`src/rtl/core/motor_pwm_duty_compensator_assert.svh`:
```
// Assertion macros used by the duty compensator top level.
`ifndef MOTOR_PWM_DUTY_COMPENSATOR_ASSERT_SVH
`define MOTOR_PWM_DUTY_COMPENSATOR_ASSERT_SVH

// Same-cycle implication check.
`define MPDC_ASSERT_IMPL(label, clk, rst, lhs, rhs) \
   label: assert property (@(posedge clk) disable iff (rst) (lhs) |-> (rhs)) \
      else $error("motor_pwm_duty_compensator: same-cycle check failed");

// Next-cycle implication check.
`define MPDC_ASSERT_NEXT(label, clk, rst, lhs, rhs) \
   label: assert property (@(posedge clk) disable iff (rst) (lhs) |=> (rhs)) \
      else $error("motor_pwm_duty_compensator: next-cycle check failed");

`endif

```
`src/rtl/core/mpdc_pkg.sv`:
```
// Types and constants of the PWM duty compensator.
package mpdc_pkg;

   localparam int unsigned DUTY_WIDTH      = 8;
   localparam int unsigned VOLTAGE_WIDTH   = 12;
   localparam int unsigned COMPARE_WIDTH   = 16;
   localparam int unsigned FREQ_WIDTH      = 17;
   localparam int unsigned CSR_INDEX_WIDTH = 2;
   localparam int unsigned PCT_STEPS       = 17;
   localparam int unsigned PCT_WIDTH       = 7;
   localparam int unsigned PCT_FULL        = 100;
   localparam int unsigned MILLI_SCALE     = 1000;
   localparam int unsigned CMD_LIMIT       = 100;
   localparam int unsigned DEFAULT_FREQ_HZ = 18000;
   localparam int unsigned RECIP_100       = 41943;
   localparam int unsigned RECIP_WIDTH     = 16;
   localparam int unsigned RECIP_SHIFT     = 22;

   typedef enum logic [CSR_INDEX_WIDTH-1:0] {
      CSR_INVERT = 2'd0,
      CSR_BRAKE  = 2'd1,
      CSR_FREQ   = 2'd2
   } csr_index_type;

   typedef struct packed {
      logic csr_write;
      logic accept_item;
      logic load_low;
      logic div_step;
      logic period_save;
      logic scale;
      logic recip;
      logic correct;
      logic correct_low;
      logic out_load;
   } dp_cmd_type;

   typedef struct packed {
      logic same_command;
      logic brake;
      logic freq_index;
   } dp_status_type;

endpackage

```
`src/rtl/core/mpdc_channels.sv`:
```
// Handshake channel interfaces for items, results and register writes.
interface mpdc_req_if;
   import mpdc_pkg::*;
   logic                            valid;
   logic                            ready;
   logic signed [DUTY_WIDTH-1:0]    duty_command;
   logic        [VOLTAGE_WIDTH-1:0] supply_voltage;
   modport source (output valid, duty_command, supply_voltage, input ready);
   modport sink (input valid, duty_command, supply_voltage, output ready);
endinterface

interface mpdc_rsp_if;
   import mpdc_pkg::*;
   logic                     valid;
   logic                     ready;
   logic                     phase_forward;
   logic [COMPARE_WIDTH-1:0] high_compare;
   logic [COMPARE_WIDTH-1:0] low_compare;
   modport source (output valid, phase_forward, high_compare, low_compare, input ready);
   modport sink (input valid, phase_forward, high_compare, low_compare, output ready);
endinterface

interface mpdc_csr_if;
   import mpdc_pkg::*;
   logic                       valid;
   logic                       ready;
   logic [CSR_INDEX_WIDTH-1:0] index;
   logic [FREQ_WIDTH-1:0]      data;
   modport source (output valid, index, data, input ready);
   modport sink (input valid, index, data, output ready);
endinterface

```
`src/rtl/core/motor_pwm_duty_compensator.sv`:
```
// Top level of the H-bridge PWM duty compensator with supply voltage scaling.
//
// Items arrive on req_channel (signed duty command, supply voltage); results
// leave on rsp_channel (phase line, high-side and low-side compare values).
// Register writes arrive on csr_channel: index 0 inverts the direction,
// index 1 selects brake mode, index 2 sets the PWM frequency in hertz.
// An item whose effective command equals the stored clamped command is taken
// in the idle state and yields no result. Any other item computes the
// high-side compare value in coast mode and both values in brake mode, then
// loads the output register: each compare value needs one 17-step pass of the
// serial divider, then a multiply by the period and a reciprocal divide by 100.
// A frequency write runs the same divider for one step per bit of the timer
// clock constant, then saves the period, and neither channel accepts during that time.
// Reset selects inversion off, brake on, 18000 Hz and a stored command of zero.
// A finished result waits in the output register while the receiver stalls;
// the next item is accepted meanwhile and held back at delivery until the
// register is free.
module motor_pwm_duty_compensator #(
   parameter int unsigned TIMER_CLOCK_HZ = 48000000
) (
   input logic        clock,
   input logic        reset,
   mpdc_req_if.sink   req_channel,
   mpdc_rsp_if.source rsp_channel,
   mpdc_csr_if.sink   csr_channel
);
   import mpdc_pkg::*;

`include "motor_pwm_duty_compensator_assert.svh"

   localparam int unsigned DIV_WIDTH = $clog2(TIMER_CLOCK_HZ + 1);

   dp_cmd_type    dp_cmd;
   dp_status_type dp_status;
   logic          req_accept;
   logic          csr_accept;
   logic          freq_accept;

   mpdc_controller #(
      .DIV_WIDTH (DIV_WIDTH)
   ) u_controller (
      .clock     (clock),
      .reset     (reset),
      .req_valid (req_channel.valid),
      .req_ready (req_channel.ready),
      .csr_valid (csr_channel.valid),
      .csr_ready (csr_channel.ready),
      .rsp_valid (rsp_channel.valid),
      .rsp_ready (rsp_channel.ready),
      .cmd       (dp_cmd),
      .status    (dp_status)
   );

   mpdc_datapath #(
      .TIMER_CLOCK_HZ (TIMER_CLOCK_HZ),
      .DIV_WIDTH      (DIV_WIDTH)
   ) u_datapath (
      .clock          (clock),
      .reset          (reset),
      .cmd            (dp_cmd),
      .status         (dp_status),
      .duty_command   (req_channel.duty_command),
      .supply_voltage (req_channel.supply_voltage),
      .csr_index      (csr_channel.index),
      .csr_data       (csr_channel.data),
      .phase_forward  (rsp_channel.phase_forward),
      .high_compare   (rsp_channel.high_compare),
      .low_compare    (rsp_channel.low_compare)
   );

   assign req_accept  = req_channel.valid && req_channel.ready;
   assign csr_accept  = csr_channel.valid && csr_channel.ready;
   assign freq_accept = csr_accept && (csr_channel.index == CSR_FREQ);

   `MPDC_ASSERT_IMPL(a_no_dual_accept, clock, reset, req_accept, !csr_accept)
   `MPDC_ASSERT_NEXT(a_freq_write_busy, clock, reset, freq_accept, !req_channel.ready && !csr_channel.ready)
   `MPDC_ASSERT_IMPL(a_deliver_frees, clock, reset, $rose(rsp_channel.valid), csr_channel.ready)

endmodule

```
`src/rtl/core/mpdc_controller.sv`:
```
// Sequencer that steps the datapath through one item or one period update.
module mpdc_controller #(
   parameter int unsigned DIV_WIDTH = 26
) (
   input  logic                   clock,
   input  logic                   reset,
   input  logic                   req_valid,
   output logic                   req_ready,
   input  logic                   csr_valid,
   output logic                   csr_ready,
   output logic                   rsp_valid,
   input  logic                   rsp_ready,
   output mpdc_pkg::dp_cmd_type   cmd,
   input  mpdc_pkg::dp_status_type status
);
   import mpdc_pkg::*;

   localparam int unsigned CNT_WIDTH = $clog2(DIV_WIDTH);
   localparam logic [CNT_WIDTH-1:0] PERIOD_LAST = CNT_WIDTH'(DIV_WIDTH - 1);
   localparam logic [CNT_WIDTH-1:0] PCT_LAST    = CNT_WIDTH'(PCT_STEPS - 1);

   typedef enum logic [7:0] {
      ST_IDLE        = 8'b0000_0001,
      ST_PERIOD_DIV  = 8'b0000_0010,
      ST_PERIOD_SAVE = 8'b0000_0100,
      ST_PCT_DIV     = 8'b0000_1000,
      ST_SCALE       = 8'b0001_0000,
      ST_RECIP       = 8'b0010_0000,
      ST_CORRECT     = 8'b0100_0000,
      ST_DELIVER     = 8'b1000_0000
   } state_type;

   state_type            state_ff, state_in;
   logic [CNT_WIDTH-1:0] cnt_ff, cnt_in;
   logic                 pass_low_ff, pass_low_in;
   logic                 out_valid_ff, out_valid_in;

   always_comb begin
      state_in    = state_ff;
      cnt_in      = cnt_ff;
      pass_low_in = pass_low_ff;
      cmd         = '0;
      req_ready   = 1'b0;
      csr_ready   = 1'b0;
      unique case (state_ff)
         ST_IDLE: begin
            csr_ready = 1'b1;
            req_ready = !csr_valid;
            if (csr_valid) begin
               cmd.csr_write = 1'b1;
               if (status.freq_index) begin
                  cnt_in   = '0;
                  state_in = ST_PERIOD_DIV;
               end
            end else if (req_valid) begin
               cmd.accept_item = 1'b1;
               if (!status.same_command) begin
                  cnt_in      = '0;
                  pass_low_in = 1'b0;
                  state_in    = ST_PCT_DIV;
               end
            end
         end
         ST_PERIOD_DIV: begin
            cmd.div_step = 1'b1;
            cnt_in       = cnt_ff + 1'b1;
            if (cnt_ff == PERIOD_LAST) begin
               state_in = ST_PERIOD_SAVE;
            end
         end
         ST_PERIOD_SAVE: begin
            cmd.period_save = 1'b1;
            state_in        = ST_IDLE;
         end
         ST_PCT_DIV: begin
            cmd.div_step = 1'b1;
            cnt_in       = cnt_ff + 1'b1;
            if (cnt_ff == PCT_LAST) begin
               state_in = ST_SCALE;
            end
         end
         ST_SCALE: begin
            cmd.scale = 1'b1;
            state_in  = ST_RECIP;
         end
         ST_RECIP: begin
            cmd.recip = 1'b1;
            state_in  = ST_CORRECT;
         end
         ST_CORRECT: begin
            cmd.correct     = 1'b1;
            cmd.correct_low = pass_low_ff;
            if (!pass_low_ff && status.brake) begin
               cmd.load_low = 1'b1;
               pass_low_in  = 1'b1;
               cnt_in       = '0;
               state_in     = ST_PCT_DIV;
            end else begin
               state_in = ST_DELIVER;
            end
         end
         ST_DELIVER: begin
            if (!out_valid_ff || rsp_ready) begin
               cmd.out_load = 1'b1;
               state_in     = ST_IDLE;
            end
         end
         default: begin
            state_in = ST_IDLE;
         end
      endcase
   end

   always_comb begin
      out_valid_in = out_valid_ff;
      if (out_valid_ff && rsp_ready) begin
         out_valid_in = 1'b0;
      end
      if (cmd.out_load) begin
         out_valid_in = 1'b1;
      end
   end

   assign rsp_valid = out_valid_ff;

   always_ff @(posedge clock) begin
      if (reset) begin
         state_ff     <= ST_IDLE;
         cnt_ff       <= '0;
         pass_low_ff  <= 1'b0;
         out_valid_ff <= 1'b0;
      end else begin
         state_ff     <= state_in;
         cnt_ff       <= cnt_in;
         pass_low_ff  <= pass_low_in;
         out_valid_ff <= out_valid_in;
      end
   end

endmodule

```
`src/rtl/core/mpdc_datapath.sv`:
```
// Datapath: registers, serial divider, scaling multipliers and output register.
module mpdc_datapath #(
   parameter int unsigned TIMER_CLOCK_HZ = 48000000,
   parameter int unsigned DIV_WIDTH      = 26
) (
   input  logic                                   clock,
   input  logic                                   reset,
   input  mpdc_pkg::dp_cmd_type                   cmd,
   output mpdc_pkg::dp_status_type                status,
   input  logic signed [mpdc_pkg::DUTY_WIDTH-1:0] duty_command,
   input  logic [mpdc_pkg::VOLTAGE_WIDTH-1:0]     supply_voltage,
   input  logic [mpdc_pkg::CSR_INDEX_WIDTH-1:0]   csr_index,
   input  logic [mpdc_pkg::FREQ_WIDTH-1:0]        csr_data,
   output logic                                   phase_forward,
   output logic [mpdc_pkg::COMPARE_WIDTH-1:0]     high_compare,
   output logic [mpdc_pkg::COMPARE_WIDTH-1:0]     low_compare
);
   import mpdc_pkg::*;

   localparam int unsigned CMD_WIDTH  = DUTY_WIDTH + 1;
   localparam int unsigned PROD_WIDTH = COMPARE_WIDTH + PCT_WIDTH;
   localparam int unsigned EST_WIDTH  = PROD_WIDTH + RECIP_WIDTH;
   localparam int unsigned QEST_WIDTH = EST_WIDTH - RECIP_SHIFT;
   localparam int unsigned PAD_WIDTH  = DIV_WIDTH - PCT_STEPS;

   localparam logic signed [CMD_WIDTH-1:0] CMD_HI = CMD_WIDTH'(CMD_LIMIT);
   localparam logic signed [CMD_WIDTH-1:0] CMD_LO = -CMD_HI;
   localparam logic [PCT_STEPS-1:0] LOW_DIVIDEND = PCT_STEPS'(PCT_FULL * MILLI_SCALE);
   localparam logic [PCT_WIDTH-1:0] PCT_MAX = PCT_WIDTH'(PCT_FULL);
   localparam logic [DIV_WIDTH-1:0] DIV_TIMER = DIV_WIDTH'(TIMER_CLOCK_HZ);
   localparam logic [DIV_WIDTH-1:0] DIV_PERIOD_MAX = DIV_WIDTH'((1 << COMPARE_WIDTH) - 1);
   localparam longint unsigned RESET_QUO = TIMER_CLOCK_HZ / DEFAULT_FREQ_HZ;
   localparam logic [COMPARE_WIDTH-1:0] PERIOD_RESET =
      (RESET_QUO == 0) ? '0 :
      ((RESET_QUO - 1) > ((1 << COMPARE_WIDTH) - 1)) ? '1 :
      COMPARE_WIDTH'(RESET_QUO - 1);

   logic                            invert_ff, invert_in;
   logic                            brake_ff, brake_in;
   logic signed [DUTY_WIDTH-1:0]    last_ff, last_in;
   logic [COMPARE_WIDTH-1:0]        period_ff, period_in;
   logic [FREQ_WIDTH-1:0]           rem_ff, rem_in;
   logic [DIV_WIDTH-1:0]            quo_ff, quo_in;
   logic [FREQ_WIDTH-1:0]           divisor_ff, divisor_in;
   logic                            phase_ff;
   logic [PROD_WIDTH-1:0]           prod_ff;
   logic [EST_WIDTH-1:0]            est_ff;
   logic [COMPARE_WIDTH-1:0]        hi_ff, lo_ff;
   logic                            out_phase_ff;
   logic [COMPARE_WIDTH-1:0]        out_high_ff, out_low_ff;

   logic signed [CMD_WIDTH-1:0]     cmd_ext, cmd_eff, last_ext;
   logic        [CMD_WIDTH-1:0]     cmd_neg;
   logic signed [DUTY_WIDTH-1:0]    cmd_clamped;
   logic        [DUTY_WIDTH-1:0]    mag;
   logic        [PCT_STEPS-1:0]     mag_scaled;
   logic        [FREQ_WIDTH:0]      rem_shift, rem_diff;
   logic                            take;
   logic        [PCT_STEPS-1:0]     pct_quo;
   logic        [PCT_WIDTH-1:0]     pct;
   logic        [QEST_WIDTH-1:0]    q_est;
   logic        [PROD_WIDTH-1:0]    q_times, q_rem;
   logic        [QEST_WIDTH-1:0]    q_fix;
   logic        [DIV_WIDTH-1:0]     quo_less;

   assign cmd_ext  = {duty_command[DUTY_WIDTH-1], duty_command};
   assign cmd_eff  = invert_ff ? -cmd_ext : cmd_ext;
   assign last_ext = {last_ff[DUTY_WIDTH-1], last_ff};
   assign cmd_neg  = -cmd_eff;
   assign mag      = cmd_eff[CMD_WIDTH-1] ? cmd_neg[DUTY_WIDTH-1:0]
                                          : cmd_eff[DUTY_WIDTH-1:0];
   assign mag_scaled = PCT_STEPS'(mag) * PCT_STEPS'(MILLI_SCALE);

   always_comb begin
      if (cmd_eff > CMD_HI) begin
         cmd_clamped = CMD_HI[DUTY_WIDTH-1:0];
      end else if (cmd_eff < CMD_LO) begin
         cmd_clamped = CMD_LO[DUTY_WIDTH-1:0];
      end else begin
         cmd_clamped = cmd_eff[DUTY_WIDTH-1:0];
      end
   end

   assign status.same_command = (cmd_eff == last_ext);
   assign status.brake        = brake_ff;
   assign status.freq_index   = (csr_index == CSR_FREQ);

   // One restoring division step a cycle while div_step is set, dividend shifted in from the top.
   assign rem_shift = {rem_ff, quo_ff[DIV_WIDTH-1]};
   assign rem_diff  = rem_shift - {1'b0, divisor_ff};
   assign take      = (rem_shift >= {1'b0, divisor_ff});

   always_comb begin
      rem_in     = rem_ff;
      quo_in     = quo_ff;
      divisor_in = divisor_ff;
      if (cmd.csr_write && status.freq_index) begin
         rem_in     = '0;
         quo_in     = DIV_TIMER;
         divisor_in = csr_data;
      end else if (cmd.accept_item) begin
         rem_in     = '0;
         quo_in     = {mag_scaled, {PAD_WIDTH{1'b0}}};
         divisor_in = FREQ_WIDTH'(supply_voltage);
      end else if (cmd.load_low) begin
         rem_in = '0;
         quo_in = {LOW_DIVIDEND, {PAD_WIDTH{1'b0}}};
      end else if (cmd.div_step) begin
         rem_in = take ? rem_diff[FREQ_WIDTH-1:0] : rem_shift[FREQ_WIDTH-1:0];
         quo_in = {quo_ff[DIV_WIDTH-2:0], take};
      end
   end

   assign pct_quo = quo_ff[PCT_STEPS-1:0];
   assign pct = ((divisor_ff == '0) || (pct_quo > PCT_STEPS'(PCT_FULL))) ? PCT_MAX
                                                                   : pct_quo[PCT_WIDTH-1:0];

   // Divide by 100: reciprocal estimate is exact or one low, fixed by the remainder.
   assign q_est   = est_ff[EST_WIDTH-1:RECIP_SHIFT];
   assign q_times = PROD_WIDTH'(q_est) * PROD_WIDTH'(PCT_FULL);
   assign q_rem   = prod_ff - q_times;
   assign q_fix   = (q_rem >= PROD_WIDTH'(PCT_FULL)) ? q_est + 1'b1 : q_est;

   assign quo_less = quo_ff - 1'b1;

   always_comb begin
      period_in = period_ff;
      if (cmd.period_save) begin
         if (divisor_ff == '0) begin
            period_in = '1;
         end else if (quo_ff == '0) begin
            period_in = '0;
         end else if (quo_less > DIV_PERIOD_MAX) begin
            period_in = '1;
         end else begin
            period_in = quo_less[COMPARE_WIDTH-1:0];
         end
      end
   end

   always_comb begin
      invert_in = invert_ff;
      brake_in  = brake_ff;
      if (cmd.csr_write) begin
         unique case (csr_index)
            CSR_INVERT: invert_in = csr_data[0];
            CSR_BRAKE:  brake_in  = csr_data[0];
            default: begin
            end
         endcase
      end
   end

   always_comb begin
      last_in = last_ff;
      if (cmd.accept_item && !status.same_command) begin
         last_in = cmd_clamped;
      end
   end

   always_ff @(posedge clock) begin
      if (reset) begin
         invert_ff <= 1'b0;
         brake_ff  <= 1'b1;
         last_ff   <= '0;
         period_ff <= PERIOD_RESET;
      end else begin
         invert_ff <= invert_in;
         brake_ff  <= brake_in;
         last_ff   <= last_in;
         period_ff <= period_in;
      end
   end

   always_ff @(posedge clock) begin
      rem_ff     <= rem_in;
      quo_ff     <= quo_in;
      divisor_ff <= divisor_in;
      if (cmd.accept_item) begin
         phase_ff <= (cmd_eff > 0);
      end
      if (cmd.scale) begin
         prod_ff <= PROD_WIDTH'(period_ff) * PROD_WIDTH'(pct);
      end
      if (cmd.recip) begin
         est_ff <= EST_WIDTH'(prod_ff) * EST_WIDTH'(RECIP_100);
      end
      if (cmd.correct) begin
         if (cmd.correct_low) begin
            lo_ff <= q_fix[COMPARE_WIDTH-1:0];
         end else begin
            hi_ff <= q_fix[COMPARE_WIDTH-1:0];
         end
      end
      if (cmd.out_load) begin
         out_phase_ff <= phase_ff;
         out_high_ff  <= hi_ff;
         out_low_ff   <= brake_ff ? lo_ff : hi_ff;
      end
   end

   assign phase_forward = out_phase_ff;
   assign high_compare  = out_high_ff;
   assign low_compare   = out_low_ff;

endmodule
```
`src/flat_wrapper.sv`:
```
// flat-port wrapper written by rule: the top's interface ports become plain ports
module motor_pwm_duty_compensator_flat import mpdc_pkg::*;
#(
   parameter int unsigned TIMER_CLOCK_HZ = 48000000
)
  (clock, reset, req_channel_valid, req_channel_duty_command, req_channel_supply_voltage, req_channel_ready, rsp_channel_valid, rsp_channel_phase_forward, rsp_channel_high_compare, rsp_channel_low_compare, rsp_channel_ready, csr_channel_valid, csr_channel_index, csr_channel_data, csr_channel_ready);
  mpdc_req_if req_channel_i ();
  mpdc_rsp_if rsp_channel_i ();
  mpdc_csr_if csr_channel_i ();
  input logic clock;
  input logic reset;
  input wire logic [$bits(req_channel_i.valid)-1:0] req_channel_valid;
  input wire logic [$bits(req_channel_i.duty_command)-1:0] req_channel_duty_command;
  input wire logic [$bits(req_channel_i.supply_voltage)-1:0] req_channel_supply_voltage;
  output wire logic [$bits(req_channel_i.ready)-1:0] req_channel_ready;
  output wire logic [$bits(rsp_channel_i.valid)-1:0] rsp_channel_valid;
  output wire logic [$bits(rsp_channel_i.phase_forward)-1:0] rsp_channel_phase_forward;
  output wire logic [$bits(rsp_channel_i.high_compare)-1:0] rsp_channel_high_compare;
  output wire logic [$bits(rsp_channel_i.low_compare)-1:0] rsp_channel_low_compare;
  input wire logic [$bits(rsp_channel_i.ready)-1:0] rsp_channel_ready;
  input wire logic [$bits(csr_channel_i.valid)-1:0] csr_channel_valid;
  input wire logic [$bits(csr_channel_i.index)-1:0] csr_channel_index;
  input wire logic [$bits(csr_channel_i.data)-1:0] csr_channel_data;
  output wire logic [$bits(csr_channel_i.ready)-1:0] csr_channel_ready;
  assign req_channel_i.valid = req_channel_valid;
  assign req_channel_i.duty_command = req_channel_duty_command;
  assign req_channel_i.supply_voltage = req_channel_supply_voltage;
  assign req_channel_ready = req_channel_i.ready;
  assign rsp_channel_valid = rsp_channel_i.valid;
  assign rsp_channel_phase_forward = rsp_channel_i.phase_forward;
  assign rsp_channel_high_compare = rsp_channel_i.high_compare;
  assign rsp_channel_low_compare = rsp_channel_i.low_compare;
  assign rsp_channel_i.ready = rsp_channel_ready;
  assign csr_channel_i.valid = csr_channel_valid;
  assign csr_channel_i.index = csr_channel_index;
  assign csr_channel_i.data = csr_channel_data;
  assign csr_channel_ready = csr_channel_i.ready;
  motor_pwm_duty_compensator #(.TIMER_CLOCK_HZ(TIMER_CLOCK_HZ)) u_core (.clock(clock), .reset(reset), .req_channel(req_channel_i), .rsp_channel(rsp_channel_i), .csr_channel(csr_channel_i));
endmodule
```
`config.mk`:
```
export PLATFORM = sky130hd
export DESIGN_NAME = motor_pwm_duty_compensator_flat
export DESIGN_NICKNAME = d
export VERILOG_FILES = /design/src/rtl/core/mpdc_pkg.sv /design/src/rtl/core/mpdc_channels.sv /design/src/rtl/core/motor_pwm_duty_compensator.sv /design/src/rtl/core/mpdc_controller.sv /design/src/rtl/core/mpdc_datapath.sv /design/src/flat_wrapper.sv
export VERILOG_INCLUDE_DIRS = /design/src /design/src/rtl/core
export SDC_FILE = /design/constraint.sdc
export NUM_CORES = 1
export LEC_CHECK = 0
export BUFFER_PORTS_ARGS = -buffer_cell sky130_fd_sc_hd__buf_2
export CORE_ASPECT_RATIO = 0.6
export CORE_MARGIN = 4
export CORE_UTILIZATION = 50
export CTS_CLUSTER_DIAMETER = 80
export CTS_CLUSTER_SIZE = 16
export DETAILED_ROUTE_END_ITERATION = 8
export PLACE_DENSITY = 0.72
export RECOVER_POWER = 50
export SLEW_MARGIN = 20
export SYNTH_ARGS = -nofsm -noshare
export SYNTH_HDL_FRONTEND = slang
export SYNTH_SLANG_ARGS = --single-unit
```
`constraint.sdc`:
```
create_clock -name clock -period 6.1 [get_ports clock]
set_input_delay 1.22 -clock clock [delete_from_list [all_inputs] [get_ports clock]]
set_output_delay 1.22 -clock clock [all_outputs]
set_load 0.02 [all_outputs]
```
=== After elaboration in Yosys (flattened, before gate mapping) ===
Cells that the tools add are included.

* Equal/unequal tests: 23
* Mux-type cells: 53
* Bitwise operators: 1
* Shifts and indexed selects: 0
* Order comparisons: 7
* Multipliers: 4
* Add/sub/neg operators: 7
* Reduce and logical (&&, ||, !) cells: 27
* Div/mod/pow operators: 0

{| class="wikitable"
|+ Operator list
! kind !! number
|-
| two-way mux 8 bit || 11
|-
| two-way mux 16 bit || 5
|-
| two-way mux 26 bit || 3
|-
| case mux 8 bit (7 select lines) || 1
|-
| two-way mux 17 bit || 3
|-
| multiplier 23 x 16 -> 39 bit (second input constant) || 1
|-
| greater-than comparator 26 x 16 -> 1 bit (second input constant) || 1
|-
| logical NOT 26 bit || 1
|-
| subtractor 26 x 1 -> 26 bit (second input constant) || 1
|-
| two-way mux 5 bit || 5
|-
| >= comparator 23 x 7 -> 1 bit (second input constant) || 1
|-
| multiplier 16 x 7 -> 23 bit || 1
|-
| subtractor 23 bit || 1
|-
| multiplier 17 x 5 -> 21 bit (second input constant) || 1
|-
| two-way mux 1 bit || 19
|-
| >= comparator 18 x 17 -> 1 bit || 1
|-
| greater-than comparator 17 x 7 -> 1 bit (second input constant) || 1
|-
| logical NOT 17 bit || 1
|-
| subtractor 17 bit || 1
|-
| adder 16 x 1 -> 16 bit (second input constant) || 1
|-
| case mux 5 bit (3 select lines) || 1
|-
| multiplier 8 x 7 -> 14 bit (second input constant) || 1
|-
| inequality test 2 bit (second input constant) || 7
|-
| equality test 5 bit (second input constant) || 2
|-
| other kinds (34) || 51
|}

* Memories: 0
* Input bits: 44
* Bits in read-only memories: 0
* Memory bits (writable): 0
* Bits in latches: 0
* Output and inout bits: 36
* Flip-flop bits (word level): 229

=== Longest topological paths before layout ===
* Depth in word-level cells: 7
* Mapped depth: 27

=== By module ===
From an unflattened synthesis, not the netlist that was laid out.

* Cells, all modules: 2352
* Area total of the unflattened synthesis: 23692.7 sq um

{| class="wikitable"
|+ Modules (own cells, without submodules)
! module !! area each (sq um) !! cells an instance !! instances !! sequential area each (sq um)
|-
| mpdc_datapath || 22744.3 || 2244 || 1 || 5074.9
|-
| mpdc_controller || 948.4 || 108 || 1 || 300.3
|}

=== Worst setup path after synthesis ===
OpenSTA, ideal clock, no wires.

* Path kind: flip-flop to flip-flop
* Start point: reg u_core.u_datapath.quo_ff[10]
* End point: reg u_core.u_datapath.prod_ff[20], data pin
* Library setup time: 0.180 ns
* Buffers on the path: 1
* Clock period less this slack: 6.534 ns
* Path slack: -0.434 ns
* Arrival time: 6.354 ns
* Required time: 5.920 ns
* Cell stages (with the launch flop): 25
* Path through: dfxtp_1 -> or4_1 -> nor4_1 -> nand2b_1 -> nor3_1 -> o211a_1 -> nor2b_1 -> clkbuf_1 -> nand2b_1 -> fa_1 -> fa_1 -> inv_1 -> fa_1 -> inv_1 -> fa_1 -> inv_1 -> ha_1 -> nor2b_1 -> o21ai_0 -> a21oi_1 -> a31oi_1 -> a311oi_1 -> and2_1 -> o21ai_0 -> a221oi_1

* Word-level cells in the longest chain between the ends: 4

{| class="wikitable"
|+ RTL lines
! item !! line !! RTL
|-
| start, declared || mpdc_datapath.sv:43 || <nowiki>logic [DIV_WIDTH-1:0] quo_ff, quo_in;</nowiki>
|-
| start signal, assigned || mpdc_datapath.sv:177 || <nowiki>quo_ff <= quo_in;</nowiki>
|-
| greater-than comparator 17 x 7 -> 1 bit || mpdc_datapath.sv:115 || <nowiki>assign pct = ((divisor_ff == '0) || (pct_quo > PCT_STEPS'(PCT_FULL))) ? PCT_MAX</nowiki>
|-
| logical OR 1 bit || mpdc_datapath.sv:115 ||
|-
| two-way mux 7 bit || mpdc_datapath.sv:115 ||
|-
| multiplier 16 x 7 -> 23 bit || mpdc_datapath.sv:183 || <nowiki>prod_ff <= PROD_WIDTH'(period_ff) * PROD_WIDTH'(pct);</nowiki>
|-
| end signal, assigned || mpdc_datapath.sv:183 ||
|-
| end, declared || mpdc_datapath.sv:46 || <nowiki>logic [PROD_WIDTH-1:0] prod_ff;</nowiki>
|}

No other way between the ends.
A chain may end at the register's enable or synchronous reset.

=== Worst setup path after layout ===
* Start point: reg u_core.u_datapath.divisor_ff[12]
* End point: reg u_core.u_datapath.prod_ff[20], data pin

* Word-level cells in the longest chain between the ends: 4

{| class="wikitable"
|+ RTL lines
! item !! line !! RTL
|-
| start, declared || mpdc_datapath.sv:44 || <nowiki>logic [FREQ_WIDTH-1:0] divisor_ff, divisor_in;</nowiki>
|-
| start signal, assigned || mpdc_datapath.sv:178 || <nowiki>divisor_ff <= divisor_in;</nowiki>
|-
| logical NOT 17 bit || mpdc_datapath.sv:115 ||
|-
| logical OR 1 bit || mpdc_datapath.sv:115 ||
|-
| two-way mux 7 bit || mpdc_datapath.sv:115 ||
|-
| multiplier 16 x 7 -> 23 bit || mpdc_datapath.sv:183 ||
|}

No other way between the ends.

==> qor.txt <==
Clock Tree Root -> clkbuf_16
CTS clk-pin slew, worst paths -> 0.07 ns
max-cap violations -> 2
CP max FO -> 7
Yosys top cell area share -> 22.2%
total track usage -> 23.9%
gpl congestion -> 0.959
remaining antenna violation count -> 0
initial antenna violation count -> 0
Vias -> 18306
Clock Path Buffers -> 3
RSZ-0062 raised after global routing -> yes
Core Region -> 46400 um^2
CP Data Required Time -> 6.42 ns
Power, Total -> 0.00538 W
PwrDens -> 194 nW/um^2
count of final hold-check violations -> 0
met2 usage -> 34.1%
Hold Path Depth -> 0
worst reg2reg path startpoint -> u_core.u_datapath.divisor_ff[12]
H-tree levels -> 1
wire per inst -> 18.7 um
Most Used Layer, Global Route -> met1
detailed-route wire length -> 61400 um
Post-Synth Simple-Gate Area -> 13.3%
EDFF count, synth -> 123
Buffers on Ports -> 79
R2R depth -> 25
Layout Nets -> 3309
CTS buffer count -> 17
Hold Buf Count CTS -> 0
DR iter-0 viols -> 1812
Worst Skew -> 0.0349 ns
leading area contributor after synthesis -> fa_1
Synth Net Count -> 3022
Initial Utilization -> 50.7%
min Tclk post-route -> 6.06 ns
reg2reg setup slack -> 0.04 ns
Synth Area in XOR/XNOR -> 5.08%
sequential share of the synthesized area -> 22.8%
endpoints failing setup -> 0
Peak VDD IR -> 0.338 mV
chip width -> 288 um
ys flop type -> edfxtp_1
met3 GRT Util -> 5.77%
Ports -> 80
post-synthesis compound-gate area fraction -> 10.1%
hold crit path type -> reg -> reg
Slew Limit Fails -> 69
largest net degree at the start of global routing -> 50
Relative slew margins -> -22.3%
drt drc -> 0
largest family of logic cells by synthesized area -> adder cells
crit path capture type -> register
CP arrival -> 6.39 ns
Netlist Area Pre-Place -> 23500 um^2
Max Fclk -> 165 MHz
Reg2Reg Capture Point -> u_core.u_datapath.prod_ff[20]
P&R area growth vs syn -> 17.6%
Area contributors post-synth -> fa_1 (22%), ha_1 (19%), edfxtp_1 (16%)
FF+latch count, synth -> 207
later-pin clock latency in the skew report -> 0.50 ns
worst slew pin tran -> 1.83 ns
share of layout cells above drive strength 1 -> 17.6%
first-pass GRT wire length -> 97700 um
CTS tree -> built
Hold EP -> u_core.u_datapath.phase_forward
global route overflow -> 0
Cell Count, Final, Fillers Out -> 3290
crit path kind -> reg -> reg
failing checks -> max-capacitance violations, max-slew violations
post-synthesis mux area share -> 1.15%
clock sink count -> 207
Critical Path Start Type -> register
die span in y -> 176 um
routed vias/inst -> 5.56
placed insts -> 3208
hold wc startpoint -> u_core.u_datapath.phase_ff
Mapped Cells -> 2365
Synth async-reset ratio -> 0%
Ys Warns -> 0
die area -> 50700 um^2
vias in the first global route -> 18289
FP Rows -> 61
drt pass-1 iters -> 5
Pleak -> 12.9 nW
distinct cell type count after synthesis -> 82
Adder-Cell Fraction of Synth Area -> 40.9%
outcome -> finished with violations
hpwl dp -> 48900 um
n_diodes -> 0
GR Util met1 -> 37.9%
setup TNS -> 0 ns
post-synthesis average cell area -> 9.95 um^2
fin crit share -> 99.4%
[timing repair]
action / in CTS / in global routing
gates resized for setup: 73 / 81
pin swaps: 69 / 41
cloned: 2 / 2
setup buffers: 30 / 23
setup endpoints to repair: 29 / 55
[report_power, final]
group / internal, W / total [W] / switching, W
registers: 0.00159 / 0.00168 / 0.0000960
clock network: 0.000522 / 0.00103 / 0.000510
logic: 0.00129 / 0.00266 / 0.00137
total: 0.00340 / 0.00538 / 0.00198
[placed cells by master (no fill, tap or decap), types with 13 or more instances in the layout]
master,Yosys,layout
a21oi_1,138,117
o21a_1,18,18
nor2b_1,64,58
mux2_2,16,16
edfxtp_1,123,123
nand4_1,15,15
o21bai_1,13,13
fa_1,261,252
nor3_1,44,42
nor4_1,18,13
buf_4,0,217
ha_4,0,23
buf_6,2,18
nor2_1,126,120
xnor2_1,76,74
a211oi_1,18,16
clkbuf_1,52,47
buf_2,2,44
and3_1,62,54
nand2b_1,32,31
a21o_1,24,24
nand3_1,25,24
o221ai_1,14,14
xor2_1,55,53
o21ai_0,47,36
a21oi_2,0,19
ha_1,352,327
nand2_1,156,154
and2_1,23,20
clkbuf_16,0,19
dfxtp_1,84,83
inv_1,346,338
[state kept, by name, summed over array words and instances (netlist names)]
signal / count
u_core.u_datapath.low_compare: 16
u_core.u_datapath.period_ff: 16
u_core.u_datapath.brake_ff: 1
u_core.u_controller.pass_low_ff: 1
u_core.u_datapath.phase_forward: 1
u_core.u_controller.rsp_valid: 1
u_core.u_controller.state_ff: 8
u_core.u_datapath.lo_ff: 16
u_core.u_datapath.quo_ff: 26
u_core.u_datapath.phase_ff: 1
u_core.u_datapath.rem_ff: 17
u_core.u_datapath.hi_ff: 16
u_core.u_datapath.est_ff: 17
u_core.u_datapath.last_ff: 8
u_core.u_controller.cnt_ff: 5
u_core.u_datapath.invert_ff: 1
u_core.u_datapath.divisor_ff: 17
u_core.u_datapath.high_compare: 16
u_core.u_datapath.prod_ff: 23
[layer usage]
metal	part of all wire, %	routed length [um]	vias up
li1	-	-	8624
met1	49	30200	9026
met2	42	25700	607
met3	8.2	5030	49
met4	0.88	541	0
met5	0	0	-
[synth_stat cells (all sizes together) (5+ instances only)]
cell and number:
nor2b 64, a221oi 7, dfxtp 84, or4 5
nor3 44, clkbuf 52, nor2 126, edfxtp 123
nand3b 8, a31oi 11, a211oi 18, mux2i 9
fa 261, and2 23, buf 6, xor2 55
o211ai 5, nand3 30, mux2 16, a21o 24
nor4 20, and3 62, ha 352, a21boi 6
nand4 16, nand2b 32, o31ai 7, a21oi 138
or3 8, or2 5, o221ai 14, inv 346
o21bai 13, o21ai 54, xnor2 76, o22a 6
nand2 156, o21a 18
[worst max-delay path by stage]
| stage | cells past startpoint | start | end |
|---|---|---|---|
| after CTS | 25 | u_core.u_datapath.quo_ff[8] | u_core.u_datapath.prod_ff[20] |
| after global placement | 22 | req_channel_duty_command[0] | u_core.u_datapath.quo_ff[25] |
| final | 25 | u_core.u_datapath.divisor_ff[12] | u_core.u_datapath.prod_ff[20] |
| after global routing | 25 | u_core.u_datapath.divisor_ff[12] | u_core.u_datapath.prod_ff[20] |
| after detailed placement | 25 | u_core.u_datapath.quo_ff[10] | u_core.u_datapath.prod_ff[20] |
| after floorplan | 23 | req_channel_duty_command[4] | u_core.u_datapath.quo_ff[25] |
[cell families (layout without fill, tap and decap cells)]
logic type	Yosys count	in the layout
AO/OA/AOI/OAI	368	368
XOR/XNOR	133	133
adder cells (fa/ha/maj)	613	613
buffers and inverters	405	700
flip-flops	207	207
multiplexers	25	25
AND/OR/NAND/NOR	614	614
[layout make-up]
class	count	area, um^2
Inverter	347	1300
Fill cell	3868	18700
Tap cell	630	788
Sequential cell	207	5380
Multi-Input combinational cell	1753	17400
Timing Repair Buffer	326	2360
Clock buffer	24	452
Clock inverter	3	22.5
[metrics by stage]
stage	setup slack (ns)	utilization, %	hold slack (ns)	instance area, um^2
after floorplan	0.0137	-	0.400	23600
after global placement	-0.150	56.0	0.407	26000
after detailed placement	-0.256	56.0	0.424	26000
after CTS	-0.0377	58.4	0.443	27100
after global routing	-0.181	59.6	0.451	27700
final	0.0366	59.6	0.440	27700
[critical path: stages (launching register included)]
cell and delay [ns]:
edfxtp_1 0.43, nor4_2 0.34, nand2_1 0.09, nor4_1 0.18, nand4_1 0.21, o211a_4 0.23
and2b_2 0.22, buf_6 0.14, buf_6 0.11, nand2b_4 0.13, fa_1 0.50, fa_1 0.51
inv_2 0.05, fa_1 0.51, inv_2 0.04, fa_1 0.51, inv_2 0.05, ha_4 0.26
and3_4 0.20, nand2_2 0.05, o21ai_2 0.18, a31oi_4 0.07, a311oi_4 0.34, and2_4 0.21
o21ai_2 0.06, a221oi_2 0.25
No activity file was read; power rests on OpenSTA's default activity.
